--- src/bsd_pkg.sv ---
// Types and constants of the sensor beacon decoder
package bsd_pkg;

  localparam int SLOT_COUNT  = 5;
  localparam int REG_COUNT   = 5;
  localparam int STORE_DEPTH = 17;
  localparam int POS_W       = 5;
  localparam int ADDR_W      = 48;
  localparam int SLOT_W      = 3;
  localparam int CFG_IDX_W   = 3;

  localparam logic [POS_W-1:0] POS_MAX  = 5'd31;
  localparam logic [POS_W-1:0] LEN_MIN  = 5'd3;
  localparam logic [POS_W-1:0] LEN_FMT3 = 5'd16;
  localparam logic [POS_W-1:0] LEN_FMT5 = 5'd17;

  localparam logic [7:0] FMT_CODE_3 = 8'd3;
  localparam logic [7:0] FMT_CODE_5 = 8'd5;

  localparam logic FORMAT_KIND_3 = 1'b0;
  localparam logic FORMAT_KIND_5 = 1'b1;

  localparam logic [16:0] KELVIN_X200      = 17'd54630;
  localparam logic [16:0] PRESSURE_BASE_PA = 17'd50000;
  localparam logic [15:0] SUPPLY_BASE_MV   = 16'd1600;
  localparam logic [14:0] TEMP_DEG_SCALE   = 15'd200;
  localparam logic [15:0] HUM_SCALE        = 16'd200;

  typedef logic [STORE_DEPTH-1:0][7:0] store_t;

  typedef struct packed {
    logic                    valid;
    logic [POS_W-1:0]        len;
    logic [ADDR_W-1:0]       addr;
    logic signed [7:0]       sig;
  } pend_t;

  typedef struct packed {
    logic [SLOT_W-1:0] slot_index;
    logic              format_kind;
    logic [16:0]       temperature_kelvin_x200;
    logic [15:0]       humidity_ratio_x40000;
    logic [16:0]       pressure_pa;
    logic [15:0]       supply_mv;
    logic signed [7:0] signal_out_dbm;
  } out_item_t;

  function automatic int reg_slots(input int slots);
    return (slots < REG_COUNT) ? slots : REG_COUNT;
  endfunction

endpackage

--- src/bsd_ifs.sv ---
// Channel interfaces of the sensor beacon decoder
interface bsd_in_if;
  logic              valid;
  logic              ready;
  logic [7:0]        payload_byte;
  logic              final_byte;
  logic [47:0]       sender_address;
  logic signed [7:0] signal_dbm;

  modport source(output valid, payload_byte, final_byte, sender_address, signal_dbm,
                 input ready);
  modport sink(input valid, payload_byte, final_byte, sender_address, signal_dbm,
               output ready);
endinterface

interface bsd_out_if;
  logic              valid;
  logic              ready;
  logic [2:0]        slot_index;
  logic              format_kind;
  logic [16:0]       temperature_kelvin_x200;
  logic [15:0]       humidity_ratio_x40000;
  logic [16:0]       pressure_pa;
  logic [15:0]       supply_mv;
  logic signed [7:0] signal_out_dbm;

  modport source(output valid, slot_index, format_kind, temperature_kelvin_x200,
                 humidity_ratio_x40000, pressure_pa, supply_mv, signal_out_dbm,
                 input ready);
  modport sink(input valid, slot_index, format_kind, temperature_kelvin_x200,
               humidity_ratio_x40000, pressure_pa, supply_mv, signal_out_dbm,
               output ready);
endinterface

interface bsd_cfg_if;
  logic        valid;
  logic        ready;
  logic [2:0]  index;
  logic [47:0] data;

  modport source(output valid, index, data, input ready);
  modport sink(input valid, index, data, output ready);
endinterface

--- src/bsd_allow_regs.sv ---
// Allowlist address registers written through the configuration channel
module bsd_allow_regs #(
  parameter int SLOT_COUNT = bsd_pkg::SLOT_COUNT
) (
  input  logic clk,
  input  logic rst_n,
  bsd_cfg_if.sink cfg_ch,
  output logic [bsd_pkg::reg_slots(SLOT_COUNT)-1:0][bsd_pkg::ADDR_W-1:0] allow_addr
);

  localparam int NREG = bsd_pkg::reg_slots(SLOT_COUNT);

  logic [NREG-1:0][bsd_pkg::ADDR_W-1:0] allow_r;

  assign cfg_ch.ready = 1'b1;
  assign allow_addr   = allow_r;

  for (genvar i = 0; i < NREG; i++) begin : g_slot
    always_ff @(posedge clk) begin
      if (!rst_n) begin
        allow_r[i] <= '0;
      end else if (cfg_ch.valid && cfg_ch.index == bsd_pkg::CFG_IDX_W'(i)) begin
        allow_r[i] <= cfg_ch.data;
      end
    end
  end

endmodule

--- src/bsd_capture.sv ---
// Byte counter, payload store and pending-decode register
module bsd_capture (
  input  logic clk,
  input  logic rst_n,
  bsd_in_if.sink in_ch,
  input  logic dec_free,
  output bsd_pkg::store_t store,
  output bsd_pkg::pend_t  pend
);

  logic [bsd_pkg::POS_W-1:0]  pos_r, pos_nxt, pos_inc;
  logic [7:0]                 store_r [bsd_pkg::STORE_DEPTH];
  logic                       pend_v_r, pend_v_nxt;
  logic [bsd_pkg::POS_W-1:0]  pend_len_r;
  logic [bsd_pkg::ADDR_W-1:0] pend_addr_r;
  logic signed [7:0]          pend_sig_r;
  logic                       accept;

  assign in_ch.ready = !pend_v_r || dec_free;
  assign accept      = in_ch.valid && in_ch.ready;
  assign pos_inc     = (pos_r < bsd_pkg::POS_MAX) ? pos_r + 5'd1 : pos_r;

  always_comb begin
    pos_nxt    = pos_r;
    pend_v_nxt = pend_v_r && !dec_free;
    if (accept) begin
      pos_nxt = in_ch.final_byte ? '0 : pos_inc;
      if (in_ch.final_byte) begin
        pend_v_nxt = 1'b1;
      end
    end
  end

  always_ff @(posedge clk) begin
    if (!rst_n) begin
      pos_r    <= '0;
      pend_v_r <= 1'b0;
    end else begin
      pos_r    <= pos_nxt;
      pend_v_r <= pend_v_nxt;
    end
  end

  always_ff @(posedge clk) begin
    if (accept && in_ch.final_byte) begin
      pend_len_r  <= pos_inc;
      pend_addr_r <= in_ch.sender_address;
      pend_sig_r  <= in_ch.signal_dbm;
    end
  end

  for (genvar i = 0; i < bsd_pkg::STORE_DEPTH; i++) begin : g_store
    always_ff @(posedge clk) begin
      if (accept && pos_r == bsd_pkg::POS_W'(i)) begin
        store_r[i] <= in_ch.payload_byte;
      end
    end
    assign store[i] = store_r[i];
  end

  assign pend.valid = pend_v_r;
  assign pend.len   = pend_len_r;
  assign pend.addr  = pend_addr_r;
  assign pend.sig   = pend_sig_r;

endmodule

--- src/bsd_decode.sv ---
// Allowlist match, format decode and result register
module bsd_decode #(
  parameter int SLOT_COUNT = bsd_pkg::SLOT_COUNT
) (
  input  logic clk,
  input  logic rst_n,
  input  bsd_pkg::store_t store,
  input  bsd_pkg::pend_t  pend,
  input  logic [bsd_pkg::reg_slots(SLOT_COUNT)-1:0][bsd_pkg::ADDR_W-1:0] allow_addr,
  output logic dec_free,
  bsd_out_if.source out_ch
);

  localparam int NREG = bsd_pkg::reg_slots(SLOT_COUNT);

  logic                 out_v_r, out_v_nxt;
  bsd_pkg::out_item_t   out_r, out_nxt;
  logic                 hit;
  logic                 slot_hit;
  logic [bsd_pkg::SLOT_W-1:0] slot;
  logic [14:0]          mag3;
  logic [15:0]          raw5;
  logic [15:0]          pres_raw;

  assign dec_free = !out_v_r || out_ch.ready;

  always_comb begin
    slot_hit = 1'b0;
    slot     = '0;
    for (int i = NREG - 1; i >= 0; i--) begin
      if (allow_addr[i] != '0 && allow_addr[i] == pend.addr) begin
        slot_hit = 1'b1;
        slot     = bsd_pkg::SLOT_W'(i);
      end
    end
  end

  always_comb begin
    mag3     = 15'(15'(store[4][6:0]) * bsd_pkg::TEMP_DEG_SCALE) + 15'({store[5], 1'b0});
    raw5     = {store[3], store[4]};
    pres_raw = '0;
    hit      = 1'b0;
    out_nxt  = out_r;
    out_nxt.slot_index     = slot;
    out_nxt.signal_out_dbm = pend.sig;
    unique case (store[2])
      bsd_pkg::FMT_CODE_3: begin
        hit                           = pend.len >= bsd_pkg::LEN_FMT3;
        pres_raw                      = {store[6], store[7]};
        out_nxt.format_kind           = bsd_pkg::FORMAT_KIND_3;
        out_nxt.temperature_kelvin_x200 = store[4][7] ?
          bsd_pkg::KELVIN_X200 - 17'(mag3) : bsd_pkg::KELVIN_X200 + 17'(mag3);
        out_nxt.humidity_ratio_x40000 = 16'(16'(store[3]) * bsd_pkg::HUM_SCALE);
        out_nxt.supply_mv             = {store[14], store[15]};
      end
      bsd_pkg::FMT_CODE_5: begin
        hit                           = pend.len >= bsd_pkg::LEN_FMT5;
        pres_raw                      = {store[7], store[8]};
        out_nxt.format_kind           = bsd_pkg::FORMAT_KIND_5;
        out_nxt.temperature_kelvin_x200 = raw5[15] ?
          bsd_pkg::KELVIN_X200 - (17'h10000 - 17'(raw5)) :
          bsd_pkg::KELVIN_X200 + 17'(raw5);
        out_nxt.humidity_ratio_x40000 = {store[5], store[6]};
        out_nxt.supply_mv             = 16'({store[15], store[16][7:5]}) +
                                        bsd_pkg::SUPPLY_BASE_MV;
      end
      default: begin
        hit = 1'b0;
      end
    endcase
    out_nxt.pressure_pa = 17'(pres_raw) + bsd_pkg::PRESSURE_BASE_PA;
    hit       = hit && slot_hit && pend.len >= bsd_pkg::LEN_MIN;
    out_v_nxt = dec_free ? (pend.valid && hit) : out_v_r;
  end

  always_ff @(posedge clk) begin
    if (!rst_n) begin
      out_v_r <= 1'b0;
    end else begin
      out_v_r <= out_v_nxt;
    end
  end

  always_ff @(posedge clk) begin
    if (dec_free && pend.valid && hit) begin
      out_r <= out_nxt;
    end
  end

  assign out_ch.valid                   = out_v_r;
  assign out_ch.slot_index              = out_r.slot_index;
  assign out_ch.format_kind             = out_r.format_kind;
  assign out_ch.temperature_kelvin_x200 = out_r.temperature_kelvin_x200;
  assign out_ch.humidity_ratio_x40000   = out_r.humidity_ratio_x40000;
  assign out_ch.pressure_pa             = out_r.pressure_pa;
  assign out_ch.supply_mv               = out_r.supply_mv;
  assign out_ch.signal_out_dbm          = out_r.signal_out_dbm;

endmodule

--- src/ble_sensor_beacon_decoder.sv ---
// Top level of the sensor beacon decoder
//
//   channel  dir  carries
//   in_ch    in   payload byte, final flag, sender address, signal dBm
//   out_ch   out  slot, format, temperature, humidity, pressure, supply, signal
//   cfg_ch   in   allowlist slot index and address
//
// One item accepted per cycle when not stalled; store write and counter are registered.
// A final byte's result passes through the pending register, then the result register.
// Reset clears the counter, allowlist and valid flags; no clearing pass is run.
// A stalled result holds; a final byte waits in the pending register and then
// blocks new items until the result register frees.
module ble_sensor_beacon_decoder #(
  parameter int SLOT_COUNT = bsd_pkg::SLOT_COUNT
) (
  input  logic clk,
  input  logic rst_n,
  bsd_in_if.sink    in_ch,
  bsd_out_if.source out_ch,
  bsd_cfg_if.sink   cfg_ch
);

  localparam int NREG = bsd_pkg::reg_slots(SLOT_COUNT);

  logic [NREG-1:0][bsd_pkg::ADDR_W-1:0] allow_addr;
  bsd_pkg::store_t store;
  bsd_pkg::pend_t  pend;
  logic            dec_free;

  bsd_allow_regs #(.SLOT_COUNT(SLOT_COUNT)) u_allow (
    .clk        (clk),
    .rst_n      (rst_n),
    .cfg_ch     (cfg_ch),
    .allow_addr (allow_addr)
  );

  bsd_capture u_capture (
    .clk      (clk),
    .rst_n    (rst_n),
    .in_ch    (in_ch),
    .dec_free (dec_free),
    .store    (store),
    .pend     (pend)
  );

  bsd_decode #(.SLOT_COUNT(SLOT_COUNT)) u_decode (
    .clk        (clk),
    .rst_n      (rst_n),
    .store      (store),
    .pend       (pend),
    .allow_addr (allow_addr),
    .dec_free   (dec_free),
    .out_ch     (out_ch)
  );

endmodule

--- src/flat_wrapper.sv ---
// flat-port wrapper written by rule: the top's interface ports become plain ports
module ble_sensor_beacon_decoder_flat 
#(
  parameter int SLOT_COUNT = bsd_pkg::SLOT_COUNT
)
  (clk, rst_n, in_ch_valid, in_ch_payload_byte, in_ch_final_byte, in_ch_sender_address, in_ch_signal_dbm, in_ch_ready, out_ch_valid, out_ch_slot_index, out_ch_format_kind, out_ch_temperature_kelvin_x200, out_ch_humidity_ratio_x40000, out_ch_pressure_pa, out_ch_supply_mv, out_ch_signal_out_dbm, out_ch_ready, cfg_ch_valid, cfg_ch_index, cfg_ch_data, cfg_ch_ready);
  bsd_in_if in_ch_i ();
  bsd_out_if out_ch_i ();
  bsd_cfg_if cfg_ch_i ();
  input  logic clk;
  input  logic rst_n;
  input wire logic [$bits(in_ch_i.valid)-1:0] in_ch_valid;
  input wire logic [$bits(in_ch_i.payload_byte)-1:0] in_ch_payload_byte;
  input wire logic [$bits(in_ch_i.final_byte)-1:0] in_ch_final_byte;
  input wire logic [$bits(in_ch_i.sender_address)-1:0] in_ch_sender_address;
  input wire logic [$bits(in_ch_i.signal_dbm)-1:0] in_ch_signal_dbm;
  output wire logic [$bits(in_ch_i.ready)-1:0] in_ch_ready;
  output wire logic [$bits(out_ch_i.valid)-1:0] out_ch_valid;
  output wire logic [$bits(out_ch_i.slot_index)-1:0] out_ch_slot_index;
  output wire logic [$bits(out_ch_i.format_kind)-1:0] out_ch_format_kind;
  output wire logic [$bits(out_ch_i.temperature_kelvin_x200)-1:0] out_ch_temperature_kelvin_x200;
  output wire logic [$bits(out_ch_i.humidity_ratio_x40000)-1:0] out_ch_humidity_ratio_x40000;
  output wire logic [$bits(out_ch_i.pressure_pa)-1:0] out_ch_pressure_pa;
  output wire logic [$bits(out_ch_i.supply_mv)-1:0] out_ch_supply_mv;
  output wire logic [$bits(out_ch_i.signal_out_dbm)-1:0] out_ch_signal_out_dbm;
  input wire logic [$bits(out_ch_i.ready)-1:0] out_ch_ready;
  input wire logic [$bits(cfg_ch_i.valid)-1:0] cfg_ch_valid;
  input wire logic [$bits(cfg_ch_i.index)-1:0] cfg_ch_index;
  input wire logic [$bits(cfg_ch_i.data)-1:0] cfg_ch_data;
  output wire logic [$bits(cfg_ch_i.ready)-1:0] cfg_ch_ready;
  assign in_ch_i.valid = in_ch_valid;
  assign in_ch_i.payload_byte = in_ch_payload_byte;
  assign in_ch_i.final_byte = in_ch_final_byte;
  assign in_ch_i.sender_address = in_ch_sender_address;
  assign in_ch_i.signal_dbm = in_ch_signal_dbm;
  assign in_ch_ready = in_ch_i.ready;
  assign out_ch_valid = out_ch_i.valid;
  assign out_ch_slot_index = out_ch_i.slot_index;
  assign out_ch_format_kind = out_ch_i.format_kind;
  assign out_ch_temperature_kelvin_x200 = out_ch_i.temperature_kelvin_x200;
  assign out_ch_humidity_ratio_x40000 = out_ch_i.humidity_ratio_x40000;
  assign out_ch_pressure_pa = out_ch_i.pressure_pa;
  assign out_ch_supply_mv = out_ch_i.supply_mv;
  assign out_ch_signal_out_dbm = out_ch_i.signal_out_dbm;
  assign out_ch_i.ready = out_ch_ready;
  assign cfg_ch_i.valid = cfg_ch_valid;
  assign cfg_ch_i.index = cfg_ch_index;
  assign cfg_ch_i.data = cfg_ch_data;
  assign cfg_ch_ready = cfg_ch_i.ready;
  ble_sensor_beacon_decoder #(.SLOT_COUNT(SLOT_COUNT)) u_core (.clk(clk), .rst_n(rst_n), .in_ch(in_ch_i), .out_ch(out_ch_i), .cfg_ch(cfg_ch_i));
endmodule
--- config.mk ---
export PLATFORM = sky130hd
export DESIGN_NAME = ble_sensor_beacon_decoder_flat
export DESIGN_NICKNAME = d
export VERILOG_FILES = /design/src/bsd_pkg.sv /design/src/bsd_ifs.sv /design/src/bsd_allow_regs.sv /design/src/bsd_capture.sv /design/src/bsd_decode.sv /design/src/ble_sensor_beacon_decoder.sv /design/src/flat_wrapper.sv
export SDC_FILE = /design/constraint.sdc
export NUM_CORES = 1
export LEC_CHECK = 0
export ABC_AREA = 0
export BUFFER_PORTS_ARGS = -buffer_cell sky130_fd_sc_hd__buf_4
export CAP_MARGIN = 40
export CELL_PAD_IN_SITES_DETAIL_PLACEMENT = 1
export CELL_PAD_IN_SITES_GLOBAL_PLACEMENT = 2
export CORE_MARGIN = 8
export CORE_UTILIZATION = 30
export CTS_BUF_LIST = sky130_fd_sc_hd__clkbuf_16
export CTS_CLUSTER_DIAMETER = 150
export DETAILED_ROUTE_END_ITERATION = 16
export GPL_ROUTABILITY_DRIVEN = 0
export PLACE_DENSITY_LB_ADDON = 0.08
export REMOVE_ABC_BUFFERS = 1
export SYNTH_ARGS = -nofsm -noshare
export SYNTH_HDL_FRONTEND = slang
export SYNTH_SLANG_ARGS = --single-unit
--- constraint.sdc ---
create_clock -name clk -period 12 [get_ports clk]
set_clock_uncertainty 0.2 [all_clocks]
set_input_delay 2.4 -clock clk [delete_from_list [all_inputs] [get_ports clk]]
set_output_delay 2.4 -clock clk [all_outputs]
set_load 0.02 [all_outputs]
==> impl_results.md <==
- Outcome: complete, no violations
- Setup ws final: 6.02 ns
- Pre-Repair DR Iteration Count: 5
- Yosys Warn Count: 0
- Total wire length: 88700 microns
- FP Rows: 100
- WP buf/inv: 2
- Die height: around 290 microns
- FF-to-FF path depth: 16
- Most frequent CP cell: buf_4
- Reg-to-reg endpoint: u_core.u_decode.out_ch.temperature_kelvin_x200[12]$_DFFE_PP_
- Wirelength per Cell: 25.8 microns
- Worst EP required: about 9.4 ns
- Crit start category: input pin
- Setup TNS: 0 ns
- Setup CP Type: input pin to output pin
- Clk slew on worst S/H paths: about 0.060 ns
- First-pass GRT wire length: between 100000 and 150000 microns
- Root Buffer: clkbuf_16
- PD cells: 142 nW/um^2
- Final standard cell area without fillers: between 20000 and 30000 sq um
- Most common cell after layout, fill and taps aside: nand2_1
- Initial DRC Count: ~940
- Post-Layout Cell Count: 3440
- Max-cap viol count: 0
- Number of diodes: 0
- CTS buffer count: 55
- R2R Path Start: u_core.u_capture.store_r[0][33]$_DFFE_PP_
- # resized after CTS: 0
- Register area share after synthesis: between 50 and 60%
- Starting density of the core: 30.3%
- Worst Setup Slack post-DPL: 6.01 ns
- Fmax: 167 MHz
- Worst path cell trace: buf_4, nor2b_1, nand2_1, buf_4
- CP endpoint: in_ch_ready
- Final Util: 36.3%
- Synthesis-stage register bit count: approximately 460
- Hold-fix buffers, CTS: 0
- VDD IR max: 93.1 uV
- Worst setup EP type: output pin
- Pin count of the biggest net entering global routing: 84
- Worst setup startpoint: out_ch_ready
- Residual DRC count: 0
- Area after DPL: roughly 25000 sq um
- Final net count: 2634
- Setup Viol. Count Final: 0
- Initial antenna violation count: 1
- Vias in the first global route: 18600
- Clock Path Buffers: 3
- Worst EP arrival: 3.38 ns
- Min-delay worst type: register to register
- Final HPWL DP: about 67000 microns
- Asr flop ratio synth: 0%
- EDFF count, synth: between 200 and 250
- Leak: 10.4 nW
- Worst slew margin: approximately two fifths
- Synth unique cells: 64
- Grt total ovfl: 0
- RSZ-0062 raised after global routing: no
- Die Footprint: 84300 sq um
- Post-Syn Area per Cell: 9.88 sq um
- Die width: ~290 microns
- Final Slew Violations: 0
- Core area: about 74000 sq um
- Post-Syn Area: around 23000 sq um
- Hold Violations, Final: 0
- Critical path's slowest cell: nor2b_1
- CTS tree: built
- Clock sinks: 461
- Internal reg-to-reg setup slack: 7.21 ns
- I/O Buffers: 200
- Main synth FF type: dfxtp_1
- GR Util All Layers: between 20% and 30%
- Via Count: 17400
- Critical path's largest stage delay: 0.40 ns
- Cell family with most CP delay: simple AND/OR/NAND/NOR gates
- Detail Route Antenna Nets: 0
- Max FO, Critical Path: 6
- Clock Latency Late Sink: 0.62 ns
- Post-DR vias/cell: 5.06
- Slew at the pin closest to its max-slew limit: slightly below 0.9 ns
- Post-CTS Repair Setup Buffers: 0
- Area grow syn2layout: 19.6%
- Share of cells above drive strength 1: 13.7%
- Crit path depth: 4
- # placed instances: 3335
- Max H-tree Level: 2
- Io pins: ~200
- Min Tclk post-route: 5.98 ns
- Crit share post-route: 49.8%
- Most frequent cells in the layout: nand2_1, xor2_1, dfxtp_1
- Synth Instances: ~2300
sequential cells by signal, summed over array words and instances (netlist names), 3 cells and up:
register / count
u_core.u_decode.out_ch.signal_out_dbm: 8
u_core.u_decode.out_ch.humidity_ratio_x40000: 16
u_core.u_allow.allow_addr: 240
u_core.u_decode.out_ch.slot_index: 3
u_core.u_capture.store_r: 75
u_core.u_decode.out_ch.pressure_pa: 17
u_core.u_decode.out_ch.supply_mv: 16
u_core.u_capture.pos_r: 5
u_core.u_decode.out_ch.temperature_kelvin_x200: 17
u_core.u_capture.pend_len_r: 5
u_core.u_capture.pend_sig_r: 8
u_core.u_capture.pend_addr_r: 48
per-layer routing:
metal | part of all wire (%) | track usage [%] | routed length, microns
met1 | 43 | 24.9 | 38000
met2 | 49 | 36.3 | 43800
met3 | 3.6 | 2.70 | 3160
met4 | 4.2 | 7.86 | 3750
met5 | 0.015 | 0 | 13
per-stage QoR:
stage,hold slack (ns),total power [mW]
after floorplan,0.200,1.84
after global routing,0.228,3.94
after detailed placement,0.206,2.02
after global placement,0.201,2.01
after CTS,0.215,3.88
final,0.211,3.83
cells in the mapped netlist (12+ instances only):
| master | instances | area, sq um |
|---|---|---|
| dfxtp_1 | 247 | 4940 |
| nand3_1 | 17 | 85.1 |
| nor3_1 | 13 | 65.1 |
| o21ai_0 | 29 | 145 |
| a21oi_1 | 38 | 190 |
| edfxtp_1 | 214 | 6430 |
| nor2b_1 | 17 | 106 |
| inv_1 | 48 | 180 |
| a21boi_0 | 241 | 1810 |
| xor2_1 | 254 | 2220 |
| nor4_1 | 129 | 807 |
| and2_1 | 18 | 113 |
| nand4_1 | 34 | 213 |
| ha_1 | 83 | 1040 |
| nor2_1 | 46 | 173 |
| xnor2_1 | 35 | 307 |
| a22oi_1 | 12 | 90.1 |
| clkbuf_1 | 132 | 495 |
| nand2_1 | 545 | 2050 |
layout make-up:
type	instances	area, sq um
Multi-Input combinational cell	1634	10500
Clock inverter	49	601
Sequential cell	461	11400
Inverter	49	184
Fill cell	8316	47400
Tap cell	969	1210
Clock buffer	55	1380
Timing Repair Buffer	223	1760
where the power goes:
part,total [mW],switching [mW],leakage (nW),internal (mW)
Sequential,1.73,0.0563,3.90,1.67
Clock,1.84,0.726,0.984,1.12
Combinational,0.252,0.161,5.52,0.0909
kinds of logic (layout without fill, tap and decap cells):
family                     after synthesis  count (layout)  share of synthesized area, %
adders and majority gates               89              89                          5.13
DFF                                    461             461                          50.3
AOI/OAI and AO/OA                      400             400                          12.8
other                                    1               1                        0.0166
and+or+nand+nor                        851             851                          17.0
buffers and inverters                  192             376                          3.35
xor gates and xnor gates               290             290                          11.3
muxes                                    3               3                         0.133
worst min-delay path by stage:
stage	start	end	slack, ns	depth (start not counted)
after global placement	u_core.u_capture.pend_sig_r[5]$_DFFE_PP_	u_core.u_decode.out_ch.signal_out_dbm[5]$_DFFE_PP_	0.20	0
after floorplan	u_core.u_capture.pend_sig_r[0]$_DFFE_PP_	u_core.u_decode.out_ch.signal_out_dbm[0]$_DFFE_PP_	0.20	0
after CTS	u_core.u_capture.pend_sig_r[2]$_DFFE_PP_	u_core.u_decode.out_ch.signal_out_dbm[2]$_DFFE_PP_	0.22	0
after detailed placement	u_core.u_capture.pend_sig_r[2]$_DFFE_PP_	u_core.u_decode.out_ch.signal_out_dbm[2]$_DFFE_PP_	0.21	0
after global routing	u_core.u_capture.pend_sig_r[7]$_DFFE_PP_	u_core.u_decode.out_ch.signal_out_dbm[7]$_DFFE_PP_	0.23	0
final	u_core.u_capture.pend_sig_r[2]$_DFFE_PP_	u_core.u_decode.out_ch.signal_out_dbm[2]$_DFFE_PP_	0.21	0
(Power assumes the default switching activity.)
